<file path="src/design/tts_pkg.sv">
// shared constants, codes and types of the template tag scanner
`default_nettype none
package tts_pkg;

  // name buffer geometry
  localparam int NAME_DEPTH = 64;
  localparam int IDX_W      = (NAME_DEPTH > 1) ? $clog2(NAME_DEPTH) : 1;
  localparam int CNT_W      = $clog2(NAME_DEPTH + 1);
  localparam int RAM_AW     = IDX_W + 1;
  localparam int RAM_DEPTH  = 2 ** RAM_AW;

  // command queue geometry
  localparam int QDEPTH = 4;
  localparam int QPTR_W = $clog2(QDEPTH);

  // byte codes
  localparam logic [7:0] SPACE_BYTE = 8'd32;
  localparam logic [7:0] NL_BYTE    = 8'd10;
  localparam logic [7:0] NUL_BYTE   = 8'd0;

  // register file
  localparam int         PADDR_W    = 4;
  localparam logic [1:0] REG_OPEN   = 2'd0;
  localparam logic [1:0] REG_CLOSE  = 2'd1;
  localparam logic [1:0] REG_MAXLEN = 2'd2;
  localparam logic [7:0] OPEN_RST   = 8'd123;
  localparam logic [7:0] CLOSE_RST  = 8'd125;
  localparam logic [6:0] MAXLEN_RST = 7'd50;

  // kinds of emit request
  localparam logic [1:0] KIND_NAME  = 2'd0;
  localparam logic [1:0] KIND_EMPTY = 2'd1;
  localparam logic [1:0] KIND_ERROR = 2'd2;

  typedef struct packed {
    logic [7:0] open_delim;
    logic [7:0] close_delim;
    logic [6:0] max_len;
  } cfg_t;

  typedef struct packed {
    logic [1:0]       kind;
    logic             bank;
    logic [CNT_W-1:0] len;
  } cmd_t;

  typedef struct packed {
    logic              en;
    logic [RAM_AW-1:0] addr;
    logic [7:0]        data;
  } ram_wr_t;

  typedef struct packed {
    logic en;
    logic bank;
  } release_t;

  typedef struct packed {
    logic from_ram;
    logic last;
    logic empty;
    logic too_long;
  } rd_meta_t;

  typedef struct packed {
    logic [7:0] name_char;
    logic       name_last;
    logic       name_empty;
    logic       name_too_long;
  } result_t;

endpackage
`default_nettype wire

</file>
<file path="src/design/tts_if.sv">
// request channel interfaces: text bytes in, name results out
`default_nettype none
interface tts_byte_if;
  logic       valid;
  logic       ready;
  logic [7:0] in_byte;
  modport source(output valid, output in_byte, input ready);
  modport sink(input valid, input in_byte, output ready);
endinterface

interface tts_name_if;
  logic       valid;
  logic       ready;
  logic [7:0] name_char;
  logic       name_last;
  logic       name_empty;
  logic       name_too_long;
  modport source(output valid, output name_char, output name_last, output name_empty,
                 output name_too_long, input ready);
  modport sink(input valid, input name_char, input name_last, input name_empty,
               input name_too_long, output ready);
endinterface
`default_nettype wire

</file>
<file path="src/design/tts_ram.sv">
// generic single-write single-read ram with registered read data
`default_nettype none
module tts_ram #(
  parameter int WIDTH = 8,
  parameter int DEPTH = 128,
  localparam int AW = (DEPTH > 1) ? $clog2(DEPTH) : 1
) (
  input  wire logic             clk,
  input  wire logic             we,
  input  wire logic [AW-1:0]    waddr,
  input  wire logic [WIDTH-1:0] wdata,
  input  wire logic [AW-1:0]    raddr,
  output logic      [WIDTH-1:0] rdata
);

  logic [WIDTH-1:0] mem_r [DEPTH];
  logic [WIDTH-1:0] rdata_r;

  always_ff @(posedge clk) begin
    if (we) begin
      mem_r[waddr] <= wdata;
    end
    rdata_r <= mem_r[raddr];
  end

  assign rdata = rdata_r;

endmodule
`default_nettype wire

</file>
<file path="src/design/tts_front.sv">
// scanner front end: tag phase tracking, name buffering, emit requests
`default_nettype none
module tts_front import tts_pkg::*; (
  input  wire logic     clk,
  input  wire logic     rst_n,
  input  wire cfg_t     cfg_i,
  tts_byte_if.sink      in_ch,
  output ram_wr_t       ram_wr_o,
  output logic          push_o,
  output cmd_t          cmd_o,
  input  wire logic     q_full_i,
  input  wire release_t rel_i
);

  localparam logic [1:0] PH_OUTSIDE   = 2'd0;
  localparam logic [1:0] PH_ONE_OPEN  = 2'd1;
  localparam logic [1:0] PH_INSIDE    = 2'd2;
  localparam logic [1:0] PH_ONE_CLOSE = 2'd3;

  logic [1:0]       phase_r, phase_nxt;
  logic [CNT_W-1:0] count_r, count_nxt;
  logic [CNT_W-1:0] trim_r, trim_nxt;
  logic             ovf_r, ovf_nxt;
  logic             bank_r, bank_nxt;
  logic [1:0]       busy_r, busy_nxt;

  logic       ready;
  logic       acc;
  logic [7:0] b;
  logic       is_end, is_open, is_close, is_space;

  assign ready       = !q_full_i && !busy_r[bank_r];
  assign in_ch.ready = ready;
  assign acc         = in_ch.valid && ready;
  assign b           = in_ch.in_byte;
  assign is_end      = (b == NL_BYTE) || (b == NUL_BYTE);
  assign is_open     = (b == cfg_i.open_delim);
  assign is_close    = (b == cfg_i.close_delim);
  assign is_space    = (b == SPACE_BYTE);

  always_comb begin
    phase_nxt     = phase_r;
    count_nxt     = count_r;
    trim_nxt      = trim_r;
    ovf_nxt       = ovf_r;
    bank_nxt      = bank_r;
    busy_nxt      = busy_r;
    ram_wr_o.en   = 1'b0;
    ram_wr_o.addr = {bank_r, count_r[IDX_W-1:0]};
    ram_wr_o.data = b;
    push_o        = 1'b0;
    cmd_o.kind    = KIND_NAME;
    cmd_o.bank    = bank_r;
    cmd_o.len     = trim_r;

    if (rel_i.en) begin
      busy_nxt[rel_i.bank] = 1'b0;
    end

    if (acc) begin
      if (is_end) begin
        phase_nxt = PH_OUTSIDE;
        count_nxt = '0;
        trim_nxt  = '0;
        ovf_nxt   = 1'b0;
      end else begin
        case (phase_r)
          PH_OUTSIDE: begin
            if (is_open) begin
              phase_nxt = PH_ONE_OPEN;
            end
          end
          PH_ONE_OPEN: begin
            if (is_open) begin
              phase_nxt = PH_INSIDE;
              count_nxt = '0;
              trim_nxt  = '0;
              ovf_nxt   = 1'b0;
            end else begin
              phase_nxt = PH_OUTSIDE;
            end
          end
          PH_INSIDE: begin
            if (is_close) begin
              phase_nxt = PH_ONE_CLOSE;
            end else if (!((count_r == '0) && is_space)) begin
              // leading spaces never reach the buffer
              if (count_r < CNT_W'(NAME_DEPTH)) begin
                ram_wr_o.en = 1'b1;
                count_nxt   = count_r + CNT_W'(1);
                if (!is_space) begin
                  trim_nxt = count_r + CNT_W'(1);
                end
              end else if (!is_space) begin
                ovf_nxt = 1'b1;
              end
            end
          end
          PH_ONE_CLOSE: begin
            if (is_close) begin
              push_o = 1'b1;
              if (ovf_r || (7'(trim_r) > cfg_i.max_len)) begin
                cmd_o.kind = KIND_ERROR;
              end else if (trim_r == '0) begin
                cmd_o.kind = KIND_EMPTY;
              end else begin
                cmd_o.kind       = KIND_NAME;
                busy_nxt[bank_r] = 1'b1;
                bank_nxt         = !bank_r;
              end
              phase_nxt = PH_OUTSIDE;
            end else begin
              phase_nxt = is_open ? PH_ONE_OPEN : PH_OUTSIDE;
            end
            count_nxt = '0;
            trim_nxt  = '0;
            ovf_nxt   = 1'b0;
          end
          default: begin
            phase_nxt = PH_OUTSIDE;
          end
        endcase
      end
    end
  end

  always_ff @(posedge clk) begin
    if (!rst_n) begin
      phase_r <= PH_OUTSIDE;
      count_r <= '0;
      trim_r  <= '0;
      ovf_r   <= 1'b0;
      bank_r  <= 1'b0;
      busy_r  <= '0;
    end else begin
      phase_r <= phase_nxt;
      count_r <= count_nxt;
      trim_r  <= trim_nxt;
      ovf_r   <= ovf_nxt;
      bank_r  <= bank_nxt;
      busy_r  <= busy_nxt;
    end
  end

endmodule
`default_nettype wire

</file>
<file path="src/design/tts_cmd_q.sv">
// small fifo of emit requests between front and back
`default_nettype none
module tts_cmd_q import tts_pkg::*; (
  input  wire logic clk,
  input  wire logic rst_n,
  input  wire logic push_i,
  input  wire cmd_t cmd_i,
  input  wire logic pop_i,
  output cmd_t      cmd_o,
  output logic      full_o,
  output logic      empty_o
);

  cmd_t              q_r [QDEPTH];
  logic [QPTR_W-1:0] wptr_r, wptr_nxt;
  logic [QPTR_W-1:0] rptr_r, rptr_nxt;
  logic [QPTR_W:0]   cnt_r, cnt_nxt;
  logic              do_push, do_pop;

  assign full_o  = (cnt_r == (QPTR_W+1)'(QDEPTH));
  assign empty_o = (cnt_r == '0);
  assign cmd_o   = q_r[rptr_r];
  assign do_push = push_i && !full_o;
  assign do_pop  = pop_i && !empty_o;

  always_comb begin
    wptr_nxt = do_push ? wptr_r + QPTR_W'(1) : wptr_r;
    rptr_nxt = do_pop ? rptr_r + QPTR_W'(1) : rptr_r;
    cnt_nxt  = cnt_r;
    if (do_push && !do_pop) begin
      cnt_nxt = cnt_r + (QPTR_W+1)'(1);
    end else if (do_pop && !do_push) begin
      cnt_nxt = cnt_r - (QPTR_W+1)'(1);
    end
  end

  always_ff @(posedge clk) begin
    if (do_push) begin
      q_r[wptr_r] <= cmd_i;
    end
  end

  always_ff @(posedge clk) begin
    if (!rst_n) begin
      wptr_r <= '0;
      rptr_r <= '0;
      cnt_r  <= '0;
    end else begin
      wptr_r <= wptr_nxt;
      rptr_r <= rptr_nxt;
      cnt_r  <= cnt_nxt;
    end
  end

endmodule
`default_nettype wire

</file>
<file path="src/design/tts_back.sv">
// emitter back end: reads buffered names out and hands result requests on
`default_nettype none
module tts_back import tts_pkg::*; (
  input  wire logic              clk,
  input  wire logic              rst_n,
  input  wire logic              q_empty_i,
  input  wire cmd_t              cmd_i,
  output logic                   pop_o,
  output logic      [RAM_AW-1:0] ram_raddr_o,
  input  wire logic [7:0]        ram_rdata_i,
  output release_t               rel_o,
  tts_name_if.source             out_ch
);

  localparam logic [1:0] OUT_FULL = 2'd2;

  logic             busy_r, busy_nxt;
  cmd_t             cmd_r, cmd_nxt;
  logic [CNT_W-1:0] k_r, k_nxt;
  logic             rd_v_r;
  rd_meta_t         meta_r, meta_nxt;

  result_t          f_r [2];
  logic             f_wp_r, f_rp_r;
  logic [1:0]       f_cnt_r, f_cnt_nxt;

  logic       opop;
  logic [1:0] occ;
  logic       issue;
  logic       is_name;
  logic       last;
  result_t    push_item;
  result_t    head;

  assign head                 = f_r[f_rp_r];
  assign out_ch.valid         = (f_cnt_r != 2'd0);
  assign out_ch.name_char     = head.name_char;
  assign out_ch.name_last     = head.name_last;
  assign out_ch.name_empty    = head.name_empty;
  assign out_ch.name_too_long = head.name_too_long;
  assign opop                 = out_ch.valid && out_ch.ready;

  assign occ     = f_cnt_r + {1'b0, rd_v_r};
  assign issue   = busy_r && ((occ != OUT_FULL) || opop);
  assign is_name = (cmd_r.kind == KIND_NAME);
  assign last    = is_name ? ((k_r + CNT_W'(1)) == cmd_r.len) : 1'b1;
  assign pop_o   = !busy_r && !q_empty_i;

  assign ram_raddr_o = {cmd_r.bank, k_r[IDX_W-1:0]};

  always_comb begin
    busy_nxt          = busy_r;
    cmd_nxt           = cmd_r;
    k_nxt             = k_r;
    meta_nxt.from_ram = is_name;
    meta_nxt.last     = last;
    meta_nxt.empty    = (cmd_r.kind == KIND_EMPTY);
    meta_nxt.too_long = (cmd_r.kind == KIND_ERROR);
    rel_o.en          = 1'b0;
    rel_o.bank        = cmd_r.bank;
    if (pop_o) begin
      busy_nxt = 1'b1;
      cmd_nxt  = cmd_i;
      k_nxt    = '0;
    end else if (issue) begin
      if (last) begin
        // bank is free for the scanner once its last byte is read
        busy_nxt = 1'b0;
        rel_o.en = is_name;
      end else begin
        k_nxt = k_r + CNT_W'(1);
      end
    end
  end

  always_comb begin
    push_item.name_char     = meta_r.from_ram ? ram_rdata_i : 8'd0;
    push_item.name_last     = meta_r.last;
    push_item.name_empty    = meta_r.empty;
    push_item.name_too_long = meta_r.too_long;
    f_cnt_nxt = f_cnt_r;
    if (rd_v_r && !opop) begin
      f_cnt_nxt = f_cnt_r + 2'd1;
    end else if (opop && !rd_v_r) begin
      f_cnt_nxt = f_cnt_r - 2'd1;
    end
  end

  always_ff @(posedge clk) begin
    cmd_r  <= cmd_nxt;
    k_r    <= k_nxt;
    meta_r <= meta_nxt;
    if (rd_v_r) begin
      f_r[f_wp_r] <= push_item;
    end
  end

  always_ff @(posedge clk) begin
    if (!rst_n) begin
      busy_r  <= 1'b0;
      rd_v_r  <= 1'b0;
      f_wp_r  <= 1'b0;
      f_rp_r  <= 1'b0;
      f_cnt_r <= 2'd0;
    end else begin
      busy_r  <= busy_nxt;
      rd_v_r  <= issue;
      f_wp_r  <= rd_v_r ? !f_wp_r : f_wp_r;
      f_rp_r  <= opop ? !f_rp_r : f_rp_r;
      f_cnt_r <= f_cnt_nxt;
    end
  end

endmodule
`default_nettype wire

</file>
<file path="src/design/template_tag_scanner.sv">
// top level of the template tag scanner: registers, front, queue, back, name ram
`default_nettype none
// template_tag_scanner finds tags of the form open open name close close in a byte
// stream and returns each tag's name with leading and trailing spaces trimmed, one
// byte per result request, the final byte marked by name_last; an all-space or empty
// tag gives one result with name_empty, and a name longer than max_name_length (or
// than the 64-byte buffer) gives one result with name_too_long. newline or nul ends
// the line and drops an unfinished tag. the scanner takes one text byte per cycle;
// inner bytes are written to one half of a two-bank name ram while the emitter reads
// the other half, so the scanner only waits when the bank it writes is still being
// read out or the four-deep request queue is full. the emitter takes a request from
// the queue and then gives its results one by one, paced by the single ram read port
// and a two-entry output buffer. there is no clearing pass after reset.
// registers (apb, byte address 4*i, low two address bits not decoded): 0 open delimiter,
// 1 close delimiter, 2 max name length; writes to index 3 are ignored
module template_tag_scanner import tts_pkg::*; (
  input  wire logic               clk,
  input  wire logic               rst_n,
  tts_byte_if.sink                in_ch,
  tts_name_if.source              out_ch,
  input  wire logic               psel,
  input  wire logic               penable,
  input  wire logic               pwrite,
  input  wire logic [PADDR_W-1:0] paddr,
  input  wire logic [31:0]        pwdata,
  output logic      [31:0]        prdata,
  output logic                    pready
);

  // configuration registers
  logic [7:0] open_r, open_nxt;
  logic [7:0] close_r, close_nxt;
  logic [6:0] maxlen_r, maxlen_nxt;
  logic [1:0] reg_idx;
  logic       wr_en;
  cfg_t       cfg;

  // front to queue to back
  ram_wr_t           ram_wr;
  logic              q_push, q_pop, q_full, q_empty;
  cmd_t              cmd_in, cmd_out;
  release_t          rel;
  logic [RAM_AW-1:0] ram_raddr;
  logic [7:0]        ram_rdata;

  assign pready  = 1'b1;
  assign reg_idx = paddr[3:2];
  assign wr_en   = psel && penable && pwrite && pready;

  always_comb begin
    open_nxt   = open_r;
    close_nxt  = close_r;
    maxlen_nxt = maxlen_r;
    if (wr_en) begin
      case (reg_idx)
        REG_OPEN:   open_nxt   = pwdata[7:0];
        REG_CLOSE:  close_nxt  = pwdata[7:0];
        REG_MAXLEN: maxlen_nxt = pwdata[6:0];
        default:    ;
      endcase
    end
  end

  // read-back mux
  always_comb begin
    case (reg_idx)
      REG_OPEN:   prdata = {24'd0, open_r};
      REG_CLOSE:  prdata = {24'd0, close_r};
      REG_MAXLEN: prdata = {25'd0, maxlen_r};
      default:    prdata = 32'd0;
    endcase
  end

  always_ff @(posedge clk) begin
    if (!rst_n) begin
      open_r   <= OPEN_RST;
      close_r  <= CLOSE_RST;
      maxlen_r <= MAXLEN_RST;
    end else begin
      open_r   <= open_nxt;
      close_r  <= close_nxt;
      maxlen_r <= maxlen_nxt;
    end
  end

  assign cfg.open_delim  = open_r;
  assign cfg.close_delim = close_r;
  assign cfg.max_len     = maxlen_r;

  // scanner: phase tracking and name buffering
  tts_front u_front (
    .clk      (clk),
    .rst_n    (rst_n),
    .cfg_i    (cfg),
    .in_ch    (in_ch),
    .ram_wr_o (ram_wr),
    .push_o   (q_push),
    .cmd_o    (cmd_in),
    .q_full_i (q_full),
    .rel_i    (rel)
  );

  // emit requests waiting for the back end
  tts_cmd_q u_cmd_q (
    .clk     (clk),
    .rst_n   (rst_n),
    .push_i  (q_push),
    .cmd_i   (cmd_in),
    .pop_i   (q_pop),
    .cmd_o   (cmd_out),
    .full_o  (q_full),
    .empty_o (q_empty)
  );

  // two banks of name storage, bank bit on top of the address
  tts_ram #(
    .WIDTH (8),
    .DEPTH (RAM_DEPTH)
  ) u_name_ram (
    .clk   (clk),
    .we    (ram_wr.en),
    .waddr (ram_wr.addr),
    .wdata (ram_wr.data),
    .raddr (ram_raddr),
    .rdata (ram_rdata)
  );

  // emitter
  tts_back u_back (
    .clk         (clk),
    .rst_n       (rst_n),
    .q_empty_i   (q_empty),
    .cmd_i       (cmd_out),
    .pop_o       (q_pop),
    .ram_raddr_o (ram_raddr),
    .ram_rdata_i (ram_rdata),
    .rel_o       (rel),
    .out_ch      (out_ch)
  );

endmodule
`default_nettype wire

</file>
<file path="src/flat_wrapper.sv">
// flat-port wrapper written by rule: the top's interface ports become plain ports
module template_tag_scanner_flat import tts_pkg::*;
  (clk, rst_n, psel, penable, pwrite, paddr, pwdata, prdata, pready, in_ch_valid, in_ch_in_byte, in_ch_ready, out_ch_valid, out_ch_name_char, out_ch_name_last, out_ch_name_empty, out_ch_name_too_long, out_ch_ready);
  tts_byte_if in_ch_i ();
  tts_name_if out_ch_i ();
  input  wire logic clk;
  input  wire logic rst_n;
  input  wire logic psel;
  input  wire logic penable;
  input  wire logic pwrite;
  input  wire logic [PADDR_W-1:0] paddr;
  input  wire logic [31:0] pwdata;
  output logic      [31:0] prdata;
  output logic pready;
  input wire logic [$bits(in_ch_i.valid)-1:0] in_ch_valid;
  input wire logic [$bits(in_ch_i.in_byte)-1:0] in_ch_in_byte;
  output wire logic [$bits(in_ch_i.ready)-1:0] in_ch_ready;
  output wire logic [$bits(out_ch_i.valid)-1:0] out_ch_valid;
  output wire logic [$bits(out_ch_i.name_char)-1:0] out_ch_name_char;
  output wire logic [$bits(out_ch_i.name_last)-1:0] out_ch_name_last;
  output wire logic [$bits(out_ch_i.name_empty)-1:0] out_ch_name_empty;
  output wire logic [$bits(out_ch_i.name_too_long)-1:0] out_ch_name_too_long;
  input wire logic [$bits(out_ch_i.ready)-1:0] out_ch_ready;
  assign in_ch_i.valid = in_ch_valid;
  assign in_ch_i.in_byte = in_ch_in_byte;
  assign in_ch_ready = in_ch_i.ready;
  assign out_ch_valid = out_ch_i.valid;
  assign out_ch_name_char = out_ch_i.name_char;
  assign out_ch_name_last = out_ch_i.name_last;
  assign out_ch_name_empty = out_ch_i.name_empty;
  assign out_ch_name_too_long = out_ch_i.name_too_long;
  assign out_ch_i.ready = out_ch_ready;
  template_tag_scanner u_core (.clk(clk), .rst_n(rst_n), .in_ch(in_ch_i), .out_ch(out_ch_i), .psel(psel), .penable(penable), .pwrite(pwrite), .paddr(paddr), .pwdata(pwdata), .prdata(prdata), .pready(pready));
endmodule
</file>
<file path="config.mk">
export PLATFORM = sky130hd
export DESIGN_NAME = template_tag_scanner_flat
export DESIGN_NICKNAME = d
export VERILOG_FILES = /design/src/design/tts_pkg.sv /design/src/design/tts_if.sv /design/src/design/tts_ram.sv /design/src/design/tts_front.sv /design/src/design/tts_cmd_q.sv /design/src/design/tts_back.sv /design/src/design/template_tag_scanner.sv /design/src/flat_wrapper.sv
export SDC_FILE = /design/constraint.sdc
export NUM_CORES = 1
export LEC_CHECK = 0
export BUFFER_PORTS_ARGS = -buffer_cell sky130_fd_sc_hd__buf_2
export CAP_MARGIN = 20
export CORE_UTILIZATION = 45
export DETAILED_ROUTE_END_ITERATION = 16
export PLACE_DENSITY = 0.64
export SYNTH_ARGS = -nofsm -noshare
export SYNTH_HDL_FRONTEND = slang
export SYNTH_SLANG_ARGS = --single-unit
</file>
<file path="constraint.sdc">
create_clock -name clk -period 3.4 [get_ports clk]
set_input_delay 0 -clock clk [delete_from_list [all_inputs] [get_ports clk]]
set_output_delay 0 -clock clk [all_outputs]
set_load 0.005 [all_outputs]
</file>
Word-level counts from Yosys, hierarchy flattened

Memories as Yosys holds them, arrays and structs flattened. A register that Yosys moved wholly into a read port is not among the register bits.
Index checks and enable logic that the tools add are counted.
Widths: inputs -> output; s select.

Logic and storage cells: 198
Memories: 3
Register bits: 67
Bits in writable memories: 1,086

Bitwise logic cells: 7
Reductions and logical operators: 53
$lt $le $gt $ge: 6
Equality and inequality tests: 22
Muxes and demuxes: 76
Add/subtract/negate cells: 9

Memories:

| name                    | depth | width | read ports | clocked after memory_dff | write ports | line            | text |
|---|---|---|---|---|---|---|---|
| u_core.u_name_ram.mem_r | 128   | 8     | 1          | 1                        | 1           | tts_ram.sv:16   | `logic [WIDTH-1:0] mem_r [DEPTH];` |
| u_core.u_cmd_q.q_r      | 4     | 10    | 1          | 1                        | 1           | tts_cmd_q.sv:14 | `cmd_t q_r [QDEPTH];` |
| u_core.u_back.f_r       | 2     | 11    | 1          | 1                        | 1           | tts_back.sv:23  | `result_t f_r [2];` |

Operators with widths:

| cell                | number |
|---|---|
| $mux 7              | 10 |
| $pmux 7 s3          | 2 |
| $mux 1              | 38 |
| $mux 2              | 18 |
| $ne 3x3->1 const B  | 8 |
| $pmux 8 s3          | 1 |
| $eq 8x8->1          | 2 |
| $logic_and 1x1->1   | 16 |
| $add 7x1->7 const B | 2 |
| $logic_not 7->1     | 2 |
| $reduce_and 7->1    | 2 |
| $reduce_and 6->1    | 2 |
| $logic_not 1->1     | 11 |
| $reduce_and 2->1    | 5 |
| $reduce_bool 2->1   | 5 |
| $eq 2x2->1 const B  | 4 |
| $eq 8x4->1 const B  | 1 |
| $eq 8x6->1 const B  | 1 |
| $logic_not 8->1     | 1 |
| $mux 8              | 1 |
| $pmux 2 s4          | 1 |
| $eq 7x7->1          | 1 |
| $gt 7x7->1          | 1 |
| $lt 7x7->1 const B  | 1 |
| 22 further kinds    | 37 |

Longest topological paths before layout

Gate-level depths: netlist (run 1).

Depth after elaboration: 14
Gate-level depth with buffers: 11

By module

Synthesis (run 1) repeated with hierarchy kept, for this count alone.

Cells, all modules: 2,267
Area, all modules: 46,849.9 µm²

Modules (own cells, without submodules):

| module               | instances | area each (µm²) | seq. area each (µm²) | cells an instance |
|---|---|---|---|---|
| tts_ram              | 1         | 39,665.5        | 30,909.6             | 1,635 |
| tts_back             | 1         | 2,174.6         | 1,321.3              | 167 |
| tts_cmd_q            | 1         | 1,924.3         | 1,381.3              | 100 |
| tts_front            | 1         | 1,767.9         | 400.4                | 217 |
| template_tag_scanner | 1         | 1,317.5         | 460.4                | 148 |

Worst setup path after synthesis (run 1)

OpenSTA, ideal clock, no wires.

Path type: register -> register
From: reg u_core.u_front.bank_r
To: reg u_core.u_cmd_q.cnt_r[2]
Arrival: 2,702 ps
Stages on the path, launching flop included: 12
Slack: 628 ps
Path through: dfxtp_1 > mux2i_1 > o311ai_0 > nor2_1 > and3_1 > buf_2 > ha_1 > inv_1 > fa_1 > xor2_1 > or3_1 > a21oi_1

Word-level cells in the longest chain between the ends: 10
Elaborated cells on any way between the ends: 12
Classes of those cells: mux: 4; reduce/logical: 8

Ends and longest elaborated chain:

| element                                       | line             | text |
|---|---|---|
| start: declaration                            | tts_front.sv:24  | `logic bank_r, bank_nxt;` |
| start signal: assignment                      | tts_front.sv:140 | `bank_r <= bank_nxt;` |
| $mux 1 (implied by the code) (*) (2 in a row) | tts_front.sv:32  | `assign ready = !q_full_i && !busy_r[bank_r];` |
| $logic_not 1->1 (*)                           | tts_front.sv:32  |  |
| $logic_and 1x1->1 (*)                         | tts_front.sv:32  |  |
| $logic_and 1x1->1 (*)                         | tts_front.sv:34  | `assign acc = in_ch.valid && ready;` |
| $mux 1 (*)                                    | tts_front.sv:60  | `if (acc) begin` |
| $logic_and 1x1->1 (*)                         | tts_cmd_q.sv:23  | `assign do_push = push_i && !full_o;` |
| named net u_core.u_cmd_q.do_push              | tts_cmd_q.sv:18  | `logic do_push, do_pop;` |
| $logic_not 1->1                               | tts_cmd_q.sv:32  | `end else if (do_pop && !do_push) begin` |
| $logic_and 1x1->1                             | tts_cmd_q.sv:32  |  |
| $reduce_bool 2->1 (no source line)            | -                |  |
| end signal: assignment                        | tts_cmd_q.sv:51  | `cnt_r <= cnt_nxt;` |
| end: declaration                              | tts_cmd_q.sv:17  | `logic [QPTR_W:0] cnt_r, cnt_nxt;` |

Mark *: on every way through the listed nets, which the timed path passes. The rest lies on a longest branch. The select of a mux whose other input is x is not followed.
A chain may end at the register's enable or synchronous reset.

Worst setup path in the final report (run 1)

From: reg u_core.u_front.bank_r
To: mem u_core.u_name_ram.mem_r[82][4], enable pin

Word-level cells in the longest chain between the ends: 8

Ends and longest elaborated chain:

| element                                   | line            | text |
|---|---|---|
| $mux 1 (implied by the code) (2 in a row) | tts_front.sv:32 |  |
| $logic_not 1->1                           | tts_front.sv:32 |  |
| $logic_and 1x1->1                         | tts_front.sv:32 |  |
| $logic_and 1x1->1                         | tts_front.sv:34 |  |
| $mux 1                                    | tts_front.sv:60 |  |
| $mux 1                                    | tts_ram.sv:20   | `if (we) begin` |
| $mux 1 (implied by the code)              | tts_ram.sv:21   | `mem_r[waddr] <= wdata;` |
| end: declaration                          | tts_ram.sv:16   |  |

Parallel ways exist; a longest one is shown, timed or not. The select of a mux whose other input is x is not followed.

==> results of run 1 <==
## cell usage in the layout, fill, tap and decap left out, types with 30 or more instances in the layout
master,count
mux4_2,174
clkbuf_16,115
nor2b_1,30
dlygate4sd3_1,41
o21ai_0,38
nand2_1,113
edfxtp_1,1096
a22oi_1,61
buf_4,106
a211oi_1,47
nor2_1,171
buf_2,37
mux2i_1,268
a21oi_1,65
nand3_1,47
dfxtp_1,72
## worst max path at each step
stage | to | slack, ns | cells past startpoint
finish | u_core.u_name_ram.mem_r[82][4]$_DFFE_PP_ | 0.23 | 6
CTS | u_core.u_name_ram.mem_r[112][2]$_DFFE_PP_ | 0.20 | 6
detailed placement | u_core.u_name_ram.mem_r[82][6]$_DFFE_PP_ | 0.27 | 6
global placement | u_core.u_name_ram.mem_r[40][4]$_DFFE_PP_ | 0.34 | 6
floorplan | u_core.u_cmd_q.cnt_r[2]$_SDFFE_PN0P_ | 0.63 | 11
global route | u_core.u_name_ram.mem_r[112][2]$_DFFE_PP_ | 0.05 | 6
## final cells by class
class | count | area [µm²] | share of cell area [%]
clock inverter | 80 | 1020 | 1.90
clock buffer | 136 | 2990 | 5.56
multi-input combinational | 1302 | 11700 | 21.8
inverter | 23 | 86.3 | 0.161
sequential | 1172 | 34400 | 64.1
tap | 1380 | 1730 | 3.21
timing repair buffer | 200 | 1730 | 3.21
## per-stage QoR
stage / power, mW / util (%) / instances / setup slack (ns)
6_report: 34.3 / 51.8 / 4293 / 0.228
3_3_place_gp: 21.3 / 47.5 / 4034 / 0.341
5_1_grt: 35.4 / 51.8 / 4293 / 0.0532
2_1_floorplan: 19.7 / - / 2667 / 0.628
3_5_place_dp: 21.4 / 47.5 / 4034 / 0.266
4_1_cts: 34.6 / 51.8 / 4291 / 0.198
## layer usage
| metal | GRT usage, % | up-vias | wire length (µm) |
|---|---|---|---|
| li1 | - | 10800 | - |
| met1 | 28.4 | 12800 | 45500 |
| met2 | 34.7 | 940 | 54900 |
| met3 | 2.91 | 163 | 7170 |
| met4 | 6.47 | 4 | 2830 |
| met5 | 0 | - | 27 |
## critical path: stages (launching register included)
cell     delay, ns
dfxtp_1       0.34
mux2i_1       0.30
o311a_1       0.29
nand3_4       0.15
nor4_4        0.51
nand2_4       0.46
nor2_1        0.72
## power by group
group	internal, mW	switching, mW
clock network	7.90	5.38
logic	2.22	2.45
registers	16.0	0.327
total	26.2	8.17
## state kept, by name, indices dropped and copies added (netlist names), 2 cells and up, named ones only
| signal | flops |
|---|---|
| u_core.u_name_ram.mem_r | 1024 |
| u_core.u_cmd_q.q_r | 40 |
| u_core.u_back.f_r | 22 |
| u_core.u_back.cmd_r | 9 |
| u_core.close_r | 8 |
| u_core.open_r | 8 |
| u_core.u_name_ram.rdata | 8 |
| u_core.maxlen_r | 7 |
| u_core.u_back.k_r | 7 |
| u_core.u_front.count_r | 7 |
| u_core.u_front.trim_r | 7 |
| u_core.u_back.meta_r | 4 |
| u_core.u_cmd_q.cnt_r | 3 |
| u_core.u_back.f_cnt_r | 2 |
| u_core.u_cmd_q.rptr_r | 2 |
| u_core.u_cmd_q.wptr_r | 2 |
| u_core.u_front.busy_r | 2 |
| u_core.u_front.phase_r | 2 |
## cell families after synthesis
group | synth area share, %
AOI/OAI and AO/OA | 4.52
buffers and inverters | 2.10
muxes | 14.3
DFF | 73.2
and+or+nand+nor | 4.49
xor gates and xnor gates | 0.763
other | 0.0160
adders and majority gates | 0.628
==> summary.md, run 1 <==
| Metric | Value |
|---|---|
| Status | `completed` |
| Fin. max-slew vios | `0` |
| CTS max path bufs | `3` |
| Synthesis warning total | `0` |
| Clock root buffer master | `clkbuf_16` |
| Cts hold-fix bufs | `slightly above 40` |
| Clock-pin slew on the worst setup and hold paths | `about 0.06 ns` |
| Drt first pass iters | `5` |
| Worst R2R End | `u_core.u_name_ram.mem_r[82][4]$_DFFE_PP_` |
| Commonest cells in the netlist | `edfxtp_1 (1,096), mux2i_1 (268), mux4_2 (174)` |
| Layout cells sized above 1 | `approximately a fifth` |
| P_leak | `between 15 and 20 nW` |
| HP Start | `psel` |
| Die X-Extent | `325 µm` |
| CTS sink cnt | `~1,200` |
| Fraction of registers with async set or reset after synthesis | `0%` |
| Post-synth EDFFs | `approximately 1,100` |
| H-tree depth | `3` |
| Count of max-cap constraint violations | `0` |
| Worst IR Drop VDD | `~0.00044 V` |
| Initial DRC Count | `2,393` |
| Final ANT Viol Nets | `0` |
| Area leader, netlist | `edfxtp_1` |
| CP Max Fanout | `16` |
| Total CTS buffers | `between 100 and 150` |
| Tmin final | `3.17 ns` |
| Critical path required time | `between 3 and 4 ns` |
| Critical path launch point type | `register` |
| Worst EP arrival | `approximately 3.5 ns` |
| Gr usage total | `around a fifth` |
| Mapped Cells | `between 2,000 and 3,000` |
| Via count | `24,800` |
| Setup repair bufs after CTS | `0` |
| Endpoints failing setup | `0` |
| Critical path origin | `u_core.u_front.bank_r$_SDFFE_PN0P_` |
| Site Rows | `approximately 120` |
| Largest net degree at the start of global routing | `slightly above 90` |
| Max Freq | `approximately 320 MHz` |
| Initial antenna violation count | `5` |
| # port buffers | `45` |
| Layout net count | `2,886` |
| Dpl hpwl | `about 70,000 µm` |
| Die height | `~330 µm` |
| Core box area | `~100,000 µm²` |
| # DRC | `0` |
| CTS tree | `yes` |
| Ant diodes | `0` |
| FF-to-FF path depth | `6` |
| Hold crit path type | `in -> reg` |
| FF-to-FF Start | `u_core.u_front.bank_r$_SDFFE_PN0P_` |
| Yosys top cell area share | `between 60% and 70%` |
| Unrepaired setup endpoints after global routing | `false` |
| Drt via density | `just under 6` |
| Distinct cells, synth | `77` |
| Final number of hold-violating endpoints | `0` |
| Setup TNS | `0 ns` |
| Reg2Reg Setup Slack | `approximately 0.23 ns` |
| Crit share post-route | `about 93%` |
| Die area | `roughly 110,000 µm²` |
| Placed Area | `roughly 49,000 µm²` |
| Post-CTS resize count | `0` |
| Slew HR | `a little under a quarter` |
| Mapped Area | `approximately 47,000 µm²` |
| Hold WS | `a little over 0.05 ns` |
| Top cells by area, synth | `edfxtp_1 (70%), mux4_2 (8.3%), mux2i_1 (5.7%)` |
| Worst Setup End Kind | `register` |
| Overflow after GRT | `0` |
| Average size of a mapped cell | `between 15 and 20 µm²` |
| Sequential area share after synthesis | `between 70% and 80%` |
| Worst slew pin tran | `between 1 and 1.5 ns` |
| Skew final | `approximately 0.035 ns` |
| DRT Wirelength | `110,000 µm` |
| Clock Latency Late Sink | `approximately 0.70 ns` |
| Final Wtd Congestion | `around 0.86` |
| Initial Util | `between 40% and 50%` |
| Final Cell Area | `about 54,000 µm²` |
| Most common cell in the netlist | `edfxtp_1` |
| Ports | `97` |
| Total power per unit cell area | `about 640 nW/µm²` |
| Detailed-route wire length per cell | `around 26 µm` |
| # fillers | `between 8,000 and 9,000` |
| First-pass GRT wire length | `164,000 µm` |
| Vias in the first global route | `between 20,000 and 25,000` |
| Synth Register Bits | `around 1,200` |
| Worst hold path depth | `5` |
| Hold Path End | `u_core.open_r[7]$_SDFFE_PN0P_` |
| Synth-to-Final Area Change | `14.2%` |
| Top FF cell, synth | `edfxtp_1` |
| CP Class | `reg -> reg` |
No activity file was read; power rests on OpenSTA's default activity.
==> run 2, diff against run 1 <==
--- a/config.mk
+++ b/config.mk
@@ -5,11 +5,11 @@
 export SDC_FILE = /design/constraint.sdc
 export NUM_CORES = 1
 export LEC_CHECK = 0
-export BUFFER_PORTS_ARGS = -buffer_cell sky130_fd_sc_hd__buf_2
 export CAP_MARGIN = 20
-export CORE_UTILIZATION = 45
+export CORE_UTILIZATION = 40
 export DETAILED_ROUTE_END_ITERATION = 16
-export PLACE_DENSITY = 0.64
+export DONT_BUFFER_PORTS = 1
+export PLACE_DENSITY = 0.58
 export SYNTH_ARGS = -nofsm -noshare
 export SYNTH_HDL_FRONTEND = slang
 export SYNTH_SLANG_ARGS = --single-unit
==> summary.md, run 2 (same netlist as run 1, synthesis figures left out) <==
| Metric | Value |
|---|---|
| Status | `completed` |
| Worst setup margin | `approximately 0.17 ns` |
| Worst hold path depth | `1` |
| DRT Wirelength | `roughly 110,000 µm` |
| Placed cell count | `4,122` |
| FF-to-FF Start | `u_core.u_front.count_r[0]$_SDFFE_PN0P_` |
| Reg2Reg Setup Slack | `between 0.3 and 0.4 ns` |
| Commonest non-fill, non-tap cell in the layout | `edfxtp_1` |
| Worst Setup End Kind | `register` |
| Fin. max-slew vios | `0` |
| Final ANT Viol Nets | `0` |
| Clock Latency Late Sink | `~0.7 ns` |
| Initial antenna violation count | `4` |
| Crit-path cells | `dlygate4sd3_1 > buf_16 > or4_4 > or4_4 > nor2_8 > nor4_4 > buf_4 > nand2_4 > nor2_1` |
| Core box area | `around 120,000 µm²` |
| Worst EP arrival | `approximately 3.6 ns` |
| Initial Util | `approximately two fifths` |
| Overflow after GRT | `0` |
| Register bank with the most flops | `u_core.u_name_ram.mem_r` |
| # DRC | `0` |
| Via count | `about 25,000` |
| Placed Area | `49,100 µm²` |
| Site Rows | `roughly 130` |
| Post-route insts no fill | `4,399` |
| # port buffers | `0` |
| Dpl hpwl | `66,700 µm` |
| Clock root buffer master | `clkbuf_16` |
| Total CTS buffers | `118` |
| Most frequent CP cell | `or4_4` |
| CP Max Fanout | `129` |
| Most frequent cells in the layout | `edfxtp_1 (1,096), mux2i_1 (268), mux4_2 (174)` |
| Tmin final | `around 3.2 ns` |
| Layout net count | `2,846` |
| H-tree depth | `3` |
| Hold WS | `roughly 0.033 ns` |
| Max FFs per register | `1,024` |
| Largest net degree at the start of global routing | `132` |
| FF-to-FF path depth | `8` |
| Total power per unit cell area | `roughly 640 nW/µm²` |
| Final number of hold-violating endpoints | `0` |
| CP Class | `in -> reg` |
| Total power | `34.4 mW` |
| Top flop regs | `u_core.u_name_ram.mem_r x1024, u_core.u_cmd_q.q_r x40, u_core.u_back.f_r x22` |
| Ports | `97` |
| Worst slack at placement | `between 0.3 and 0.4 ns` |
| Hold crit path type | `in -> out` |
| Worst slew pin tran | `between 1 and 1.5 ns` |
| Post-Route Utilization | `a little under half` |
| Critical path launch point type | `primary input` |
| Vias in the first global route | `roughly 25,000` |
| Clock-pin slew on the worst setup and hold paths | `approximately 0.060 ns` |
| Die area | `roughly 120,000 µm²` |
| P_leak | `around 16 nW` |
| Initial DRC Count | `~2,500` |
| HP Start | `paddr[3]` |
| Drt via density | `5.58` |
| Unrepaired setup endpoints after global routing | `false` |
| Critical path required time | `~3.8 ns` |
| Max Freq | `310 MHz` |
| Worst Path Buf+Inv | `3` |
| Skew final | `between 0.02 and 0.03 ns` |
| First-pass GRT wire length | `167,000 µm` |
| CP max stage delay | `roughly 0.73 ns` |
| Layout cells sized above 1 | `17.8%` |
| CTS sink cnt | `around 1,200` |
| Hold Path End | `prdata[7]` |
| Setup TNS | `0 ns` |
| Slew HR | `about a third` |
| Crit share post-route | `between 90% and 100%` |
| Synth-to-Final Area Change | `14.4%` |
| Worst R2R End | `u_core.u_name_ram.mem_r[65][7]$_DFFE_PP_` |
| Die X-Extent | `~340 µm` |
| Gr usage total | `between 15 and 20%` |
| Worst IR Drop VDD | `0.000462 V` |
| Endpoints failing setup | `0` |
| Final Wtd Congestion | `approximately 0.83` |
| CTS tree | `yes` |
| Final Cell Area | `53,800 µm²` |
| Slowest CP cell | `dlygate4sd3_1` |
| Detailed-route wire length per cell | `26.0 µm` |
| Drt first pass iters | `5` |
| Die height | `345 µm` |
| Count of max-cap constraint violations | `0` |
| Delay-heaviest family, CP | `simple AND/OR/NAND/NOR gates` |
| CTS max path bufs | `3` |
## run 2: cell count changes in the layout (fill, tap and decap cells not counted), sizes merged, moves of 3 or more
cell | before | now
clkbuf | 136 | 148
bufinv | 21 | 18
buf | 159 | 111
diode | 0 | 4
clkinvlp | 11 | 4
clkinv | 45 | 49
## run 2: cell type report
type | instances | area, µm²
fillers | 9773 | 62500
flip-flops and latches | 1172 | 34400
multi-input cells | 1302 | 11700
clock buffers | 147 | 3140
well taps | 1524 | 1910
repair buffers | 155 | 1660
clock inverters | 72 | 860
inverters | 23 | 86.3
diodes | 4 | 10.0
## run 2: where the power goes
group          internal [mW]  leakage [nW]  switching [mW]  total, mW
Combinational           2.21          3.89            2.51       4.72
Sequential              16.0          10.5           0.319       16.4
Clock                   7.90          1.96            5.39       13.3
Total                   26.2          16.4            8.22       34.4
## run 2: how the worst max path moves through the flow
| stage | start | end | slack, ns | cells after the start |
|---|---|---|---|---|
| after global routing | in_ch_in_byte[7] | u_core.u_name_ram.mem_r[122][3]$_DFFE_PP_ | 0.02 | 9 |
| final | in_ch_in_byte[7] | u_core.u_name_ram.mem_r[90][5]$_DFFE_PP_ | 0.17 | 9 |
| after CTS | in_ch_in_byte[7] | u_core.u_name_ram.mem_r[18][6]$_DFFE_PP_ | 0.08 | 9 |
| after global placement | u_core.u_front.count_r[0]$_SDFFE_PN0P_ | u_core.u_name_ram.mem_r[114][5]$_DFFE_PP_ | 0.38 | 8 |
| after floorplan | u_core.u_front.bank_r$_SDFFE_PN0P_ | u_core.u_cmd_q.cnt_r[2]$_SDFFE_PN0P_ | 0.63 | 11 |
| after detailed placement | u_core.u_front.count_r[0]$_SDFFE_PN0P_ | u_core.u_name_ram.mem_r[18][6]$_DFFE_PP_ | 0.30 | 8 |
## run 2: routing by layer
metal | GRT usage, % | up-vias | wire length (µm)
li1 | - | 10700 | -
met1 | 25.0 | 12700 | 47300
met2 | 31.9 | 871 | 56300
met3 | 3.41 | 193 | 6930
met4 | 7.76 | 0 | 3860
met5 | 0 | - | 0
## run 2: what timing repair did
action,in CTS,in global routing
resized for setup,0,4
hold buffers,53,0
hold endpoints to repair,1076,0
setup endpoints to repair,0,24
buffers inserted,0,0
## run 2: worst register-to-register path, cell delays in order (launching register included)
cell and delay, ns:
dfxtp_1 0.50, inv_1 0.17, ha_1 0.23, nand3_1 0.20, nor2_8 0.07, nor4_4 0.29
buf_4 0.21, nand2_4 0.29, nor2_1 0.73
